[src/rtl/core/srd_pkg.sv]
// shared types and constants of the duplicate filter
`default_nettype none

package srd_pkg;

    localparam int SEQ_W       = 16;
    localparam int LEN_W       = 16;
    localparam int CNT_W       = 32;
    localparam int MARK_WORDS  = 1024;
    localparam int WORD_BITS   = 64;
    localparam int WORD_IDX_W  = $clog2(MARK_WORDS);
    localparam int BIT_IDX_W   = $clog2(WORD_BITS);
    localparam int QUEUE_DEPTH = 4;
    localparam int QUEUE_PTR_W = $clog2(QUEUE_DEPTH);

    localparam logic STATUS_OK      = 1'b0;
    localparam logic STATUS_INVALID = 1'b1;

    typedef struct packed {
        logic [SEQ_W-1:0] seq_number;
        logic [LEN_W-1:0] packet_length;
    } t_in_item;

    typedef struct packed {
        logic             status;
        logic             dup_flag;
        logic [CNT_W-1:0] packets_total;
        logic [CNT_W-1:0] duplicates_total;
    } t_out_item;

    // classified item handed from front to back
    typedef struct packed {
        logic             is_short;
        logic             do_clear;
        logic [SEQ_W-1:0] seq;
        logic [SEQ_W-1:0] start;
    } t_cmd;

    typedef struct packed {
        logic full;
        logic empty;
    } t_q_status;

    typedef enum logic [2:0] {
        ST_INIT,
        ST_IDLE,
        ST_RD,
        ST_WR,
        ST_PUT
    } t_back_state;

endpackage

`default_nettype wire

[src/rtl/core/srd_front.sv]
// front part: accepts items, tracks the highest sequence, classifies
`default_nettype none

module srd_front #(
    parameter int CLEAR_WINDOW = 4096,
    parameter int MIN_LENGTH   = 12
) (
    input  wire                  i_clk,
    input  wire                  i_rst_n,
    input  wire                  i_in_valid,
    output logic                 o_in_stall,
    input  srd_pkg::t_in_item    i_in_item,
    input  srd_pkg::t_q_status   i_q_status,
    input  wire                  i_init_busy,
    output logic                 o_push,
    output srd_pkg::t_cmd        o_cmd
);
    import srd_pkg::*;

    logic             r_started;
    logic [SEQ_W-1:0] r_highest;

    logic             accept;
    logic             is_short;
    logic [SEQ_W-1:0] diff;
    logic             advance;
    logic [SEQ_W-1:0] n_clear;

    // hold off while the queue is full or the mark store is being cleared
    assign o_in_stall = i_q_status.full || i_init_busy;
    assign accept     = i_in_valid && !o_in_stall;

    // classify the item against the highest sequence so far
    always_comb begin
        is_short = i_in_item.packet_length < LEN_W'(MIN_LENGTH);
        diff     = i_in_item.seq_number - r_highest;
        advance  = r_started && (diff != '0) && !diff[SEQ_W-1];
        n_clear  = (diff > SEQ_W'(CLEAR_WINDOW)) ? SEQ_W'(CLEAR_WINDOW) : diff;
    end

    always_comb begin
        o_push         = accept;
        o_cmd.is_short = is_short;
        o_cmd.do_clear = !is_short && advance;
        o_cmd.seq      = i_in_item.seq_number;
        o_cmd.start    = i_in_item.seq_number - n_clear + SEQ_W'(1);
    end

    // highest sequence tracking
    always_ff @(posedge i_clk) begin
        if (!i_rst_n) begin
            r_started <= 1'b0;
            r_highest <= '0;
        end else if (accept && !is_short && (!r_started || advance)) begin
            r_started <= 1'b1;
            r_highest <= i_in_item.seq_number;
        end
    end

endmodule

`default_nettype wire

[config.mk]
export PLATFORM = sky130hd
export DESIGN_NAME = srd_front
export DESIGN_NICKNAME = d
export VERILOG_FILES = /design/src/rtl/core/srd_pkg.sv /design/src/rtl/core/srd_front.sv
export SDC_FILE = /design/constraint.sdc
export NUM_CORES = 1
export LEC_CHECK = 0
export BUFFER_PORTS_ARGS = -buffer_cell sky130_fd_sc_hd__buf_4
export CAP_MARGIN = 25
export CORE_ASPECT_RATIO = 0.7
export CORE_UTILIZATION = 50
export DETAILED_ROUTE_END_ITERATION = 8
export GPL_TIMING_DRIVEN = 1
export HOLD_SLACK_MARGIN = 0.12
export PLACE_DENSITY = 0.83
export SLEW_MARGIN = 5
export SYNTH_ARGS = -nofsm -noshare
export SYNTH_HDL_FRONTEND = slang
export SYNTH_SLANG_ARGS = --single-unit
[constraint.sdc]
create_clock -name i_clk -period 12 [get_ports i_clk]
set_input_delay 0.6 -clock i_clk [delete_from_list [all_inputs] [get_ports i_clk]]
set_output_delay 0.6 -clock i_clk [all_outputs]
set_load 0.05 [all_outputs]
==> flow_summary.yaml <==
setup_path:
  critPathKind: "in -> out"
  worst_path_largest_cell_delay_ns: 0.53
  crit_path_start_kind: "input pin"
  required_ns: 11.40
  arrival_ns: 6.80
  cp_slowest_cell: "or4_4"
  worstPathMaxFanout: 7
  endpoint_kind: "output port"
  critPathBufInv: 4
  cpLargestDelayFamily: "simple AND/OR/NAND/NOR gates"
yosys:
  ys_types: 54
  synth-seq-cells: 17
  synth.top_cells.by_area: "ha_1 20%, dfxtp_1 13%, nand2_1 6.7%"
  synthSimpleGateAreaFrac_pct: 21.6
  ys.flop_type: "dfxtp_1"
  synthCells: 355
  synth_compound_area_share_pct: 20.8
  synth_area_um2: 2710
  yosysWarnings: 0
  synthMuxAreaShare_pct: 5.91
  synth_edf_count: 0
  synth_top_family_by_area: "adder cells"
  synth-async-reset-ratio_pct: 0
  synth.avg_cell_area_um2: 7.63
  synth_top_area_share_pct: 20.3
  synth_fa_ha_area_share_pct: 21.8
  synth_area_leader_cell: "ha_1"
  synth_xor_area_share_pct: 6.15
  ys_seq_area_share_pct: 12.6
cells_and_area:
  area_growth_pct: 18.6
  nets: 490
  mostFrequentLayoutCells: "70 x buf_4, 48 x nand2_1, 44 x ha_1, 28 x inv_1, 23 x a21oi_1"
  layout-drive-gt1-share_pct: 20.5
  diodes: 0
  fillers: 457
  fin_cells: 477
  final_common_cell: "buf_4"
clock_tree:
  cts_num_sinks: 17
  cts_buffers: 3
  postCtsSetupBuffers: 0
  cts_resized: 0
  clockBufferDepth: 2
  clk_latency_ns: 0.27
  htreeDepth: 1
  cts_tree: "yes"
  root_buffer: "clkbuf_8"
  hold_buffers: 0
  clk_pin_slew_ns: 0.08
routing:
  drtIter0Drc: 198
  drt_first_pass_iters: 6
  drc: 0
  drt-total-wl_um: 6690
  vias: 2705
  drtAntennaViolNets: 0
  wl_per_cell_um: 14.0
  vias_per_cell: 5.67
floorplan:
  start_util_pct: 51.8
  pin_count: 74
  die_area_um2: 5720
  die_w_um: 90.0
  row_count: 22
  die_h_um: 63.6
  core_um2: 5230
global_routing:
  grt_max_degree: 34
  antenna_found_initial: 0
  grt_pass1_wl_um: 11100
  track_usage_pct: 23.2
  grt_pass1_vias: 2480
  grt_overflow: 0
sta:
  worstMarginPinSlew_ns: 0.493
  max_slew_margin_pct: 66.3
  setup_violations: 0
  period_share_pct: 61.7
  fmax_mhz: 135
  min_period_ns: 7.40
  final_max_slew_viol_count: 0
  hold_violations: 0
  tns_ns: 0
  whs_ns: 0.458
  rsz0062_at_grt: "false"
  finClkSkew_ns: 0.000876
run:
  drv_cap: 0
placed_design:
  port_buffers: 70
  place.gp.congestion: 0.815
  dp.cells: 472
  hpwl_um: 5380
outcome:
  status: "complete, no violations"
power:
  power_density_nw_per_um2: 114
  design_power_total_uw: 367
  peakVddDrop_mv: 0.116
  cellLeakagePower_nw: 1.40
worst_hold_path:
  min_path_type: "reg -> reg"
## flip-flops by register name, indices dropped and copies added, names as in the netlist
| signal | flops |
|---|---|
| r_highest | 16 |
| r_started | 1 |
## worst register-to-register path: stages (launching register included)
cell	delay (ns)
dfxtp_1	0.32
ha_1	0.21
fa_1	0.41
nor2b_1	0.16
o31a_2	0.20
a21oi_1	0.07
or3_1	0.36
or4_4	0.53
or4_4	0.50
o41a_1	0.55
buf_16	0.24
mux2i_1	0.18
## path summary, 6_finish.rpt
path	start	to	slack, ns	depth (start not counted)
worst min-delay path	r_highest[4]	r_highest[4]	0.46	2
worst min register to register	r_highest[4]	r_highest[4]	0.46	2
worst max-delay path	i_in_item[16]	o_cmd[15]	4.60	25
worst max register to register	r_highest[0]	r_highest[2]	8.19	11
## area by class of cell
cell class / instances / area (um^2) / share of cell area (%)
multi-input cells: 285 / 2070 / 64.6
repair buffers: 71 / 553 / 17.2
flip-flops and latches: 17 / 340 / 10.6
inverters: 28 / 105 / 3.27
well taps: 72 / 90.1 / 2.81
clock buffers: 3 / 41.3 / 1.29
clock inverters: 1 / 7.51 / 0.234
## power by group
group | switching [mW] | internal [mW] | leakage (nW) | total [mW]
Combinational | 0.167 | 0.0917 | 1.24 | 0.259
Sequential | 0.00118 | 0.0585 | 0.138 | 0.0597
Clock | 0.0249 | 0.0236 | 0.0217 | 0.0484
Total | 0.193 | 0.174 | 1.40 | 0.367
## layer usage
metal | GRT usage (%) | vias to the layer above | share of wire [%]
li1 | - | 1356 | -
met1 | 32.5 | 1229 | 49
met2 | 38.0 | 106 | 43
met3 | 2.29 | 14 | 5.8
met4 | 6.25 | 0 | 1.8
met5 | 0 | - | 0
## logic make-up after synthesis
group                      Yosys count
muxes                               16
DFF                                 17
xor gates and xnor gates            19
and+or+nand+nor                    118
other                                1
adders and majority gates           46
AOI/OAI and AO/OA                   84
buffers and inverters               54
## cells in the mapped netlist (all sizes together), types with 6 or more instances
cell type   n
nand2      48
ha         44
inv        28
a21oi      24
buf        20
nor2       19
dfxtp      17
mux2i      16
o21ai      14
xnor2      14
a21o        9
nor3        7
or4         7
clkbuf      6
nor4        6
## metrics by stage
step | setup slack (ns) | area, um^2 | util (%)
after CTS | 4.60 | 3180 | 60.9
final | 4.60 | 3210 | 61.4
after global placement | 4.72 | 3130 | 59.9
after floorplan | 5.13 | 2710 | -
after global routing | 4.29 | 3210 | 61.4
after detailed placement | 4.61 | 3130 | 59.9
No activity file was read; power rests on OpenSTA's default activity.
