[config.mk]
export PLATFORM = sky130hd
export DESIGN_NAME = srd_queue
export DESIGN_NICKNAME = d
export VERILOG_FILES = /design/src/rtl/core/srd_pkg.sv /design/src/rtl/core/srd_queue.sv
export SDC_FILE = /design/constraint.sdc
export NUM_CORES = 1
export LEC_CHECK = 0
export BUFFER_PORTS_ARGS = -buffer_cell sky130_fd_sc_hd__buf_2
export CORE_MARGIN = 2
export CORE_UTILIZATION = 40
export DETAILED_ROUTE_END_ITERATION = 12
export SYNTH_ARGS = -nofsm -noshare
export SYNTH_HDL_FRONTEND = slang
export SYNTH_SLANG_ARGS = --single-unit
[constraint.sdc]
create_clock -name i_clk -period 2.55 [get_ports i_clk]
set_clock_uncertainty 0.1 [all_clocks]
set_input_delay 0.1275 -clock i_clk [delete_from_list [all_inputs] [get_ports i_clk]]
set_output_delay 0.1275 -clock i_clk [all_outputs]
set_load 0.05 [all_outputs]
[src/rtl/core/srd_pkg.sv]
// shared types and constants of the duplicate filter
`default_nettype none

package srd_pkg;

    localparam int SEQ_W       = 16;
    localparam int LEN_W       = 16;
    localparam int CNT_W       = 32;
    localparam int MARK_WORDS  = 1024;
    localparam int WORD_BITS   = 64;
    localparam int WORD_IDX_W  = $clog2(MARK_WORDS);
    localparam int BIT_IDX_W   = $clog2(WORD_BITS);
    localparam int QUEUE_DEPTH = 4;
    localparam int QUEUE_PTR_W = $clog2(QUEUE_DEPTH);

    localparam logic STATUS_OK      = 1'b0;
    localparam logic STATUS_INVALID = 1'b1;

    typedef struct packed {
        logic [SEQ_W-1:0] seq_number;
        logic [LEN_W-1:0] packet_length;
    } t_in_item;

    typedef struct packed {
        logic             status;
        logic             dup_flag;
        logic [CNT_W-1:0] packets_total;
        logic [CNT_W-1:0] duplicates_total;
    } t_out_item;

    // classified item handed from front to back
    typedef struct packed {
        logic             is_short;
        logic             do_clear;
        logic [SEQ_W-1:0] seq;
        logic [SEQ_W-1:0] start;
    } t_cmd;

    typedef struct packed {
        logic full;
        logic empty;
    } t_q_status;

    typedef enum logic [2:0] {
        ST_INIT,
        ST_IDLE,
        ST_RD,
        ST_WR,
        ST_PUT
    } t_back_state;

endpackage

`default_nettype wire

[src/rtl/core/srd_queue.sv]
// short queue of classified items between front and back
`default_nettype none

module srd_queue (
    input  wire                  i_clk,
    input  wire                  i_rst_n,
    input  wire                  i_push,
    input  srd_pkg::t_cmd        i_cmd,
    input  wire                  i_pop,
    output srd_pkg::t_cmd        o_head,
    output srd_pkg::t_q_status   o_status
);
    import srd_pkg::*;

    t_cmd                 r_entries [QUEUE_DEPTH];
    logic [QUEUE_PTR_W-1:0] r_wr_ptr;
    logic [QUEUE_PTR_W-1:0] r_rd_ptr;
    logic [QUEUE_PTR_W:0]   r_count;

    assign o_head          = r_entries[r_rd_ptr];
    assign o_status.full   = r_count == (QUEUE_PTR_W+1)'(QUEUE_DEPTH);
    assign o_status.empty  = r_count == '0;

    // entry storage
    always_ff @(posedge i_clk) begin
        if (i_push) begin
            r_entries[r_wr_ptr] <= i_cmd;
        end
    end

    // pointers and fill count
    always_ff @(posedge i_clk) begin
        if (!i_rst_n) begin
            r_wr_ptr <= '0;
            r_rd_ptr <= '0;
            r_count  <= '0;
        end else begin
            if (i_push) begin
                r_wr_ptr <= r_wr_ptr + 1'b1;
            end
            if (i_pop) begin
                r_rd_ptr <= r_rd_ptr + 1'b1;
            end
            case ({i_push, i_pop})
                2'b10:   r_count <= r_count + 1'b1;
                2'b01:   r_count <= r_count - 1'b1;
                default: r_count <= r_count;
            endcase
        end
    end

endmodule

`default_nettype wire

==> flow_metrics.env, run 1 <==
export IMPL_overflow=0
export IMPL_hpwl_um=5600
export IMPL_gp_congestion=0.633
export IMPL_firstDrtPassIters=4
export IMPL_clkTransAtPathRegs_ps=60
export IMPL_tightest_slew_ps=549
export IMPL_insertion_delay_ps=410
export IMPL_drt_iter0_markers=158
export IMPL_p_comb_frac=0.140
export IMPL_slew_limit_headroom=0.634
export IMPL_critPathBufInv=2
export IMPL_fin_nets=396
export IMPL_post_cts_resized=0
export IMPL_antenna_found_initial=0
export IMPL_drv_slew=0
export IMPL_wl_per_cell_um=17.1
export IMPL_final_min_clock_period_ps=2110
export IMPL_finalSetupViolations=0
export IMPL_wl_um=9250
export IMPL_synth_area_um2=5410
export IMPL_grt_max_degree=35
export IMPL_cp_start_kind="flip-flop"
export IMPL_power_mw=5.88
export IMPL_use_met1=0.166
export IMPL_synthDominantCellAreaShare=0.756
export IMPL_end_kind="output pin"
export IMPL_finalHoldViolations=0
export IMPL_ys_dominant_reg_cell="edfxtp_1"
export IMPL_p_int_mw=4.43
export IMPL_fin_util=0.523
export IMPL_leakage_nw=2.40
export IMPL_die_w_um=120
export IMPL_switchingPower_mw=1.45
export IMPL_synth_cell_types=22
export IMPL_cts_sinks=145
export IMPL_grt_pass1_vias=2716
export IMPL_coreArea_um2=13200
export IMPL_rows=42
export IMPL_area_growth_synth_to_final_pct=28.0
export IMPL_place_area_um2=6000
export IMPL_fin_hold_ws_ps=365
export IMPL_ys_async_sr_fraction=0
export IMPL_p_clk_frac=0.389
export IMPL_postLayoutCellArea_um2=6920
export IMPL_grt_first_pass_wirelength_um=14100
export IMPL_avgSynthCellArea_um2=24.1
export IMPL_cts_setup_buffers=0
export IMPL_initial_core_util=0.408
export IMPL_die_area_um2=14500
export IMPL_ir_drop_mv=0.535
export IMPL_h_tree_depth=4
export IMPL_synth_edf_count=136
export IMPL_synth_cells=224
export IMPL_cts_hold_buf=37
export IMPL_ant_nets=0
export IMPL_post_route_drc_count=0
export IMPL_outcome="completed"
export IMPL_vias=2580
export IMPL_grtUsageMet3=0.0472
export IMPL_cts_root_buf="clkbuf_16"
export IMPL_p_sw_frac=0.246
export IMPL_hp_class="primary input to flip-flop"
export IMPL_crit_type="flip-flop to output pin"
export IMPL_period_share=0.826
export IMPL_crit_path_max_fanout=16
export IMPL_required_ps=2320
export IMPL_slowest_delay_ps=620
export IMPL_pwr_share_seq=0.471
export IMPL_cts_tree="done"
export IMPL_syn_num_nets=268
export IMPL_drv_cap=0
export IMPL_viasPerCell=4.78
export IMPL_fmax_ghz=0.475
export IMPL_rsz0062_at_grt="no"
export IMPL_yosys_top_cells_area="edfxtp_1 (76%), mux4_2 (13%), dfxtp_1 (3.3%)"
export IMPL_yosysWarningCount=0
export IMPL_ios=74
export IMPL_final_setup_tns_ps=0
export IMPL_synth_seq_area_share=0.789
export IMPL_cts_made_buffers=17
export IMPL_crit_slowest_cell="mux4_1"
export IMPL_antenna_cells=0
export IMPL_grt_util_all_layers=0.138
export IMPL_ys_ff_latch=145
export IMPL_pwr_density_cell_nw_per_um2=849
export IMPL_arrival_ps=1880
export IMPL_clock_path_buffers=2
export IMPL_drive_above_1_share=0.385
export IMPL_io_buffers=73
export IMPL_synth_top_cell_by_area="edfxtp_1"
export IMPL_die_height_um=120
export IMPL_fillers=1096
export IMPL_worstPathCellList="buf_4, mux4_1, buf_2"
export IMPL_crit_family="multiplexers"
export IMPL_top_usage_layer="met2"
export IMPL_grtUsageMet2=0.226
-- synthesized netlist by cell type (2+ instances only) --
cell type	n
buf_12	3
ha_1	5
dfxtp_1	9
inv_1	6
o21ai_0	2
and2_1	10
xnor2_1	2
edfxtp_1	136
mux4_1	4
xor2_1	3
buf_2	3
nand2_1	2
mux4_2	30
-- final timing paths --
kind / from / end / slack, ps / cells past startpoint
min: i_cmd[18] / r_entries[3][18]$_DFFE_PP_ / 370 / 2
max: flip-flop / o_head[27] / 440 / 3
min reg2reg: r_count[2]$_SDFFE_PN0P_ / r_count[2]$_SDFFE_PN0P_ / 420 / 2
max reg2reg: r_count[0]$_SDFFE_PN0P_ / r_count[2]$_SDFFE_PN0P_ / 880 / 5
-- layout make-up --
class	instances	area (um^2)	area share
multi-input combinational	65	1030	0.149
tap	176	220	0.0318
sequential	145	4270	0.617
timing repair buffer	117	826	0.119
clock inverter	11	115	0.0166
clock buffer	20	437	0.0631
inverter	6	22.5	0.00325
-- power groups by stage --
stage | Sequential (mW) | Clock (mW) | Combinational [mW]
2_1_floorplan | 2.80 | 0 | 0.611
3_3_place_gp | 2.81 | 0 | 0.785
3_5_place_dp | 2.82 | 0 | 0.792
4_1_cts | 2.77 | 2.35 | 0.838
5_1_grt | 2.78 | 2.45 | 0.871
6_report | 2.77 | 2.29 | 0.822
-- worst reg2reg max path, stage by stage (launching register included) --
cell and delay, ps:
dfxtp_1 360, inv_1 80, fa_1 430, xor2_1 160
or3_1 300, a21boi_0 170
-- logic make-up after synthesis --
logic type / share of synthesized area
flip-flops: 0.789
AO/OA/AOI/OAI: 0.00324
AND/OR/NAND/NOR: 0.0174
adder cells (fa/ha/maj): 0.0153
buffers and inverters: 0.0208
XOR/XNOR: 0.00810
multiplexers: 0.146
-- through the flow --
stage	instances	setup WS (ps)
4_1_cts	540	347
6_report	540	443
3_3_place_gp	472	826
2_1_floorplan	224	681
3_5_place_dp	472	780
5_1_grt	540	318
-- layout by cell type (no fill, tap or decap) --
cell / count
a21boi_0: 1
and2_1: 6
and2_2: 4
and3_1: 1
buf_12: 3
buf_2: 73
buf_4: 4
bufinv_16: 2
clkbuf_1: 3
clkbuf_16: 17
clkinv_1: 4
clkinv_4: 1
clkinvlp_4: 3
dfxtp_1: 7
dfxtp_2: 2
dlygate4sd3_1: 37
edfxtp_1: 136
fa_1: 1
ha_1: 5
inv_1: 6
inv_6: 1
mux2i_1: 1
mux4_1: 4
mux4_2: 30
nand2_1: 2
nor2b_1: 1
nor3_1: 1
o21ai_0: 2
or3_1: 1
xnor2_1: 2
xor2_1: 3
-- flip-flops by register name, summed over array words and instances (netlist names), named ones only --
signal,count
r_entries,136
r_count,3
r_rd_ptr,2
r_wr_ptr,2
-- metal layers --
layer | routed length, um | vias up
met4 | 83 | 0
met3 | 513 | 6
li1 | - | 1188
met5 | 0 | -
met2 | 4750 | 89
met1 | 3900 | 1297
No activity file was read; power rests on OpenSTA's default activity.
==> run 2, diff against run 1 <==
==> constraint.sdc (replaced) <==
create_clock -name i_clk -period 1.9 [get_ports i_clk]
set_clock_uncertainty 0.1 [all_clocks]
set_input_delay 0.095 -clock i_clk [delete_from_list [all_inputs] [get_ports i_clk]]
set_output_delay 0.095 -clock i_clk [all_outputs]
set_load 0.05 [all_outputs]
==> run 2 against run 1 <==
Worst hold slack worse by 210 ps. Final cell count up 0.19%. Power up 45%. Highest routed layer unchanged. Clock-buffer cell count unchanged. Design area up 5.0%. Critical path depth unchanged. The flow now finishes with violations (negative setup slack). Worst setup slack worse by 470 ps. Global-route usage up 0.55 points. Sequential power up 34%. Wire length up 2.7%. Critical endpoint is now o_head[8].
==> flow_metrics.env, run 2 (synthesis gave the netlist of run 1 again) <==
export IMPL_ir_drop_mv=0.868
export IMPL_r2r_slack_ps=280
export IMPL_cp_start_kind="flip-flop"
export IMPL_wl_per_cell_um=17.5
export IMPL_overflow=0
export IMPL_firstDrtPassIters=4
export IMPL_h_tree_depth=4
export IMPL_critical_path_reg2reg_endpoint="r_count[2]$_SDFFE_PN0P_"
export IMPL_viasPerCell=4.81
export IMPL_crit_path_max_fanout=10
export IMPL_drt_iter0_markers=177
export IMPL_arrival_ps=1730
export IMPL_finalWorstSetupSlack_ps=-28.8
export IMPL_mostFrequentLayoutCell="edfxtp_1"
export IMPL_vias=2602
export IMPL_ant_nets=0
export IMPL_reg_top3="r_entries (136), r_count (3)"
export IMPL_antenna_found_initial=0
export IMPL_coreArea_um2=13200
export IMPL_cts_tree="done"
export IMPL_die_height_um=120
export IMPL_initial_core_util=0.408
export IMPL_crit_type="flip-flop to output pin"
export IMPL_required_ps=1700
export IMPL_critPathBufInv=2
export IMPL_layout_common_cells="edfxtp_1 (136), buf_2 (38), dlygate4sd3_1 (36), mux4_2 (34), buf_6 (33)"
export IMPL_ff2ff_path_depth=5
export IMPL_area_growth_synth_to_final_pct=34.4
export IMPL_grt_first_pass_wirelength_um=14900
export IMPL_cts_made_buffers=17
export IMPL_tightest_slew_ps=534
export IMPL_min_to="r_wr_ptr[1]$_SDFFE_PN0P_"
export IMPL_drv_slew=0
export IMPL_clock_path_buffers=2
export IMPL_io_buffers=73
export IMPL_postLayoutCellArea_um2=7260
export IMPL_final_setup_tns_ps=-175
export IMPL_grt_max_degree=35
export IMPL_period_share=1.02
export IMPL_rows=42
export IMPL_crit_family="multiplexers"
export IMPL_drv_cap=0
export IMPL_reg2reg_from="r_count[0]$_SDFFE_PN0P_"
export IMPL_outcome="finished, violations left"
export IMPL_pwr_density_cell_nw_per_um2=1170
export IMPL_leakage_nw=2.53
export IMPL_finalHoldViolations=0
export IMPL_grt_pass1_vias=2789
export IMPL_power_mw=8.53
export IMPL_regMostFlops="r_entries"
export IMPL_timing_hold_worst_start="i_push"
export IMPL_cts_sinks=145
export IMPL_ios=74
export IMPL_hp_class="primary input to flip-flop"
export IMPL_antenna_cells=0
export IMPL_fmax_ghz=0.518
export IMPL_cts_root_buf="clkbuf_16"
export IMPL_gp_congestion=0.617
export IMPL_slew_limit_headroom=0.644
export IMPL_finalSetupViolations=13
export IMPL_rsz0062_at_grt="yes"
export IMPL_largest_reg_flops=136
export IMPL_dp_cells=471
export IMPL_insertion_delay_ps=410
export IMPL_fin_nets=396
export IMPL_end_kind="output pin"
export IMPL_hpwl_um=5230
export IMPL_drive_above_1_share=0.403
export IMPL_crit_slowest_cell="mux4_2"
export IMPL_worstPathCellList="buf_12, mux4_2, buf_6"
export IMPL_die_area_um2=14500
export IMPL_fin_cells=541
export IMPL_grt_util_all_layers=0.143
export IMPL_slowest_delay_ps=530
export IMPL_final_min_clock_period_ps=1930
export IMPL_worstHoldPathCells=3
export IMPL_wl_um=9490
export IMPL_post_route_drc_count=0
export IMPL_violations="negative setup slack"
export IMPL_clkTransAtPathRegs_ps=50
export IMPL_place_area_um2=6020
export IMPL_die_w_um=120
==> run 2: per-stage QoR <==
step                      utilization  hold slack, ps  setup WS, ps
after CTS                       0.551             319          -115
final                           0.549             154         -28.8
after detailed placement        0.454             213          60.3
after global routing            0.549             228         -98.5
after floorplan                     -            93.9          30.9
after global placement          0.454             208          85.1
==> run 2: repair_timing <==
action	in CTS	in global routing
hold buffers	37	0
setup buffers	1	0
endpoints found under the hold margin	145	0
gates resized for setup	74	7
gates cloned	2	0
pin swaps	0	1
endpoints found under the setup margin	34	102
==> run 2: worst register-to-register path: stages (launching register included) <==
cell and delay [ps]:
dfxtp_1 360, inv_1 80, fa_1 430, xor2_1 160, or3_1 300, a21boi_1 120
==> run 2: report_power, final <==
group,internal [mW],switching [mW],total (mW)
clock,2.31,1.20,3.51
combinational,0.548,0.763,1.31
sequential,3.66,0.0496,3.71
total,6.53,2.01,8.53
==> run 2: final cells by class <==
type | count | area (um^2)
multi-input cells | 65 | 1020
fillers | 1065 | 5980
clock buffers | 20 | 437
flip-flops and latches | 145 | 4270
clock inverters | 12 | 188
inverters | 6 | 22.5
repair buffers | 117 | 1100
well taps | 176 | 220
==> run 2: worst max-delay path by stage <==
stage,end,depth (start not counted)
after floorplan,r_entries[2][0]$_DFFE_PP_,3
after global placement,r_entries[0][22]$_DFFE_PP_,3
after detailed placement,r_entries[2][28]$_DFFE_PP_,2
after CTS,o_head[1],3
after global routing,o_head[13],3
final,o_head[8],3
==> run 2: routing by layer <==
layer  share of wire  up-vias  global-route usage
met5               0        -                   0
li1                -     1182                   -
met1            0.46     1338               0.191
met4           0.012        0              0.0523
met2            0.47       69               0.219
met3           0.051       13              0.0491
==> run 3, diff against run 2 <==
--- a/config.mk
+++ b/config.mk
@@ -9,6 +9,7 @@
 export CORE_MARGIN = 2
 export CORE_UTILIZATION = 40
 export DETAILED_ROUTE_END_ITERATION = 12
+export RECOVER_POWER = 50
 export SYNTH_ARGS = -nofsm -noshare
 export SYNTH_HDL_FRONTEND = slang
 export SYNTH_SLANG_ARGS = --single-unit
==> run 3 against run 2 <==
Combinational power barely moved. Clock-buffer cell count stayed put. Critical path type unchanged. Final cell count did not move. Design area is 0.60% lower. Via count down 0.19%. Power fell by 0.12%. Worst hold slack better by 2.2 ps. First-iteration DRC count is 7.3% lower. Worst setup slack hardly changed. The run still ends with negative setup slack left. Sequential power barely moved. Sequential share of layout area is 0.36 points higher. Sequential cell count unchanged.
==> flow_metrics.env, run 3 (synthesis gave the netlist of run 1 again) <==
export IMPL_outcome="finished, violations left"
export IMPL_violations="negative setup slack"
export IMPL_p_comb_frac=0.153
export IMPL_place_area_um2=6020
export IMPL_ir_drop_mv=0.867
export IMPL_area_growth_synth_to_final_pct=33.6
export IMPL_die_area_um2=14500
export IMPL_mostFrequentLayoutCell="edfxtp_1"
export IMPL_final_min_clock_period_ps=1930
export IMPL_switchingPower_mw=2.01
export IMPL_crit_path_max_fanout=10
export IMPL_critPathBufInv=2
export IMPL_crit_family="multiplexers"
export IMPL_wl_per_cell_um=17.4
export IMPL_initial_core_util=0.408
export IMPL_reg_top3="r_entries (136), r_count (3)"
export IMPL_ant_nets=0
export IMPL_insertion_delay_ps=410
export IMPL_vias=2597
export IMPL_die_w_um=120
export IMPL_largest_reg_flops=136
export IMPL_slowest_delay_ps=530
export IMPL_leakage_nw=2.43
export IMPL_cts_sinks=145
export IMPL_top_usage_layer="met2"
export IMPL_fillers=1074
export IMPL_h_tree_depth=4
export IMPL_cts_root_buf="clkbuf_16"
export IMPL_die_height_um=120
export IMPL_regMostFlops="r_entries"
export IMPL_grtUsageMet3=0.0491
export IMPL_grt_pass1_vias=2789
export IMPL_finalHoldViolations=0
export IMPL_antenna_found_initial=0
export IMPL_drv_cap=0
export IMPL_r2r_slack_ps=280
export IMPL_postLayoutCellArea_um2=7220
export IMPL_crit_type="flip-flop to output pin"
export IMPL_pwr_share_seq=0.436
export IMPL_drt_iter0_markers=164
export IMPL_cp_start_kind="flip-flop"
export IMPL_slew_limit_headroom=0.645
export IMPL_fmax_ghz=0.519
export IMPL_wl_um=9440
export IMPL_firstDrtPassIters=6
export IMPL_drv_slew=0
export IMPL_tightest_slew_ps=533
export IMPL_hp_class="primary input to flip-flop"
export IMPL_end_kind="output pin"
export IMPL_rsz0062_at_grt="yes"
export IMPL_required_ps=1700
export IMPL_post_route_drc_count=0
export IMPL_gp_congestion=0.617
export IMPL_grtUsageMet2=0.219
export IMPL_clkTransAtPathRegs_ps=60
export IMPL_layout_common_cells="edfxtp_1 (136), clkbuf_1 (38), dlygate4sd3_1 (36), mux4_2 (34), buf_6 (33)"
export IMPL_use_met1=0.191
export IMPL_ios=74
export IMPL_grt_max_degree=35
export IMPL_rows=42
export IMPL_fin_cells=541
export IMPL_p_int_mw=6.51
export IMPL_grt_first_pass_wirelength_um=14900
export IMPL_finalSetupViolations=13
export IMPL_final_setup_tns_ps=-192
export IMPL_io_buffers=73
export IMPL_grt_util_all_layers=0.143
export IMPL_pwr_density_cell_nw_per_um2=1180
export IMPL_arrival_ps=1730
export IMPL_fin_nets=396
export IMPL_cts_made_buffers=17
export IMPL_cts_tree="done"
export IMPL_overflow=0
export IMPL_hpwl_um=5230
export IMPL_period_share=1.02
export IMPL_viasPerCell=4.80
export IMPL_antenna_cells=0
export IMPL_drive_above_1_share=0.307
export IMPL_p_clk_frac=0.412
export IMPL_p_sw_frac=0.236
export IMPL_worstPathCellList="buf_12, mux4_2, buf_6"
export IMPL_clock_path_buffers=2
export IMPL_crit_slowest_cell="mux4_2"
export IMPL_finalWorstSetupSlack_ps=-28.6
export IMPL_coreArea_um2=13200
export IMPL_dp_cells=471
[run 3: path summary, 6_finish.rpt]
path	startpoint	end	cells after the start
hold reg to reg	r_count[2]$_SDFFE_PN0P_	r_count[2]$_SDFFE_PN0P_	2
setup / recovery	flip-flop	o_head[8]	3
hold / removal	i_push	r_wr_ptr[1]$_SDFFE_PN0P_	3
setup reg to reg	r_count[0]$_SDFFE_PN0P_	r_count[2]$_SDFFE_PN0P_	5
[run 3: tightest hold or removal path: stages]
cell,delay (ps)
dlymetal6s4s_1,310
mux2i_1,130
nor2b_1,100
[run 3: routing by layer]
metal	wire length, um	vias to the layer above	part of all wire
met5	0	-	0
met4	117	0	0.012
met3	497	12	0.053
met2	4520	74	0.48
met1	4310	1328	0.46
li1	-	1183	-
[run 3: cell type report]
type / instances / area [um^2] / area share
timing repair buffer: 117 / 1060 / 0.147
tap: 176 / 220 / 0.0305
clock inverter: 12 / 188 / 0.0260
inverter: 6 / 22.5 / 0.00312
clock buffer: 20 / 437 / 0.0605
multi-input combinational: 65 / 1020 / 0.142
sequential: 145 / 4270 / 0.591
[run 3: timing repair]
action / 4_1_cts / 5_1_grt
resized for setup: 74 / 7
pin swaps: 0 / 1
setup endpoints to repair: 34 / 102
endpoints found under the hold margin: 145 / 0
hold buffers: 37 / 0
cloned: 2 / 0
buffers inserted: 1 / 0
[run 3: power groups by stage]
stage | sequential, mW | clock (mW) | combinational, mW
2_1_floorplan | 3.76 | 0 | 0.820
3_3_place_gp | 3.77 | 0 | 1.07
3_5_place_dp | 3.78 | 0 | 1.08
4_1_cts | 3.71 | 3.57 | 1.35
5_1_grt | 3.73 | 3.72 | 1.38
6_report | 3.71 | 3.51 | 1.30
[run 3: metrics by stage]
stage,utilization,power (mW),hold slack (ps),setup slack (ps)
3_3_place_gp,0.454,4.84,208,85.1
3_5_place_dp,0.454,4.86,213,60.3
2_1_floorplan,-,4.58,93.9,30.9
5_1_grt,0.545,8.83,228,-98.5
4_1_cts,0.551,8.64,319,-115
6_report,0.545,8.52,157,-28.6
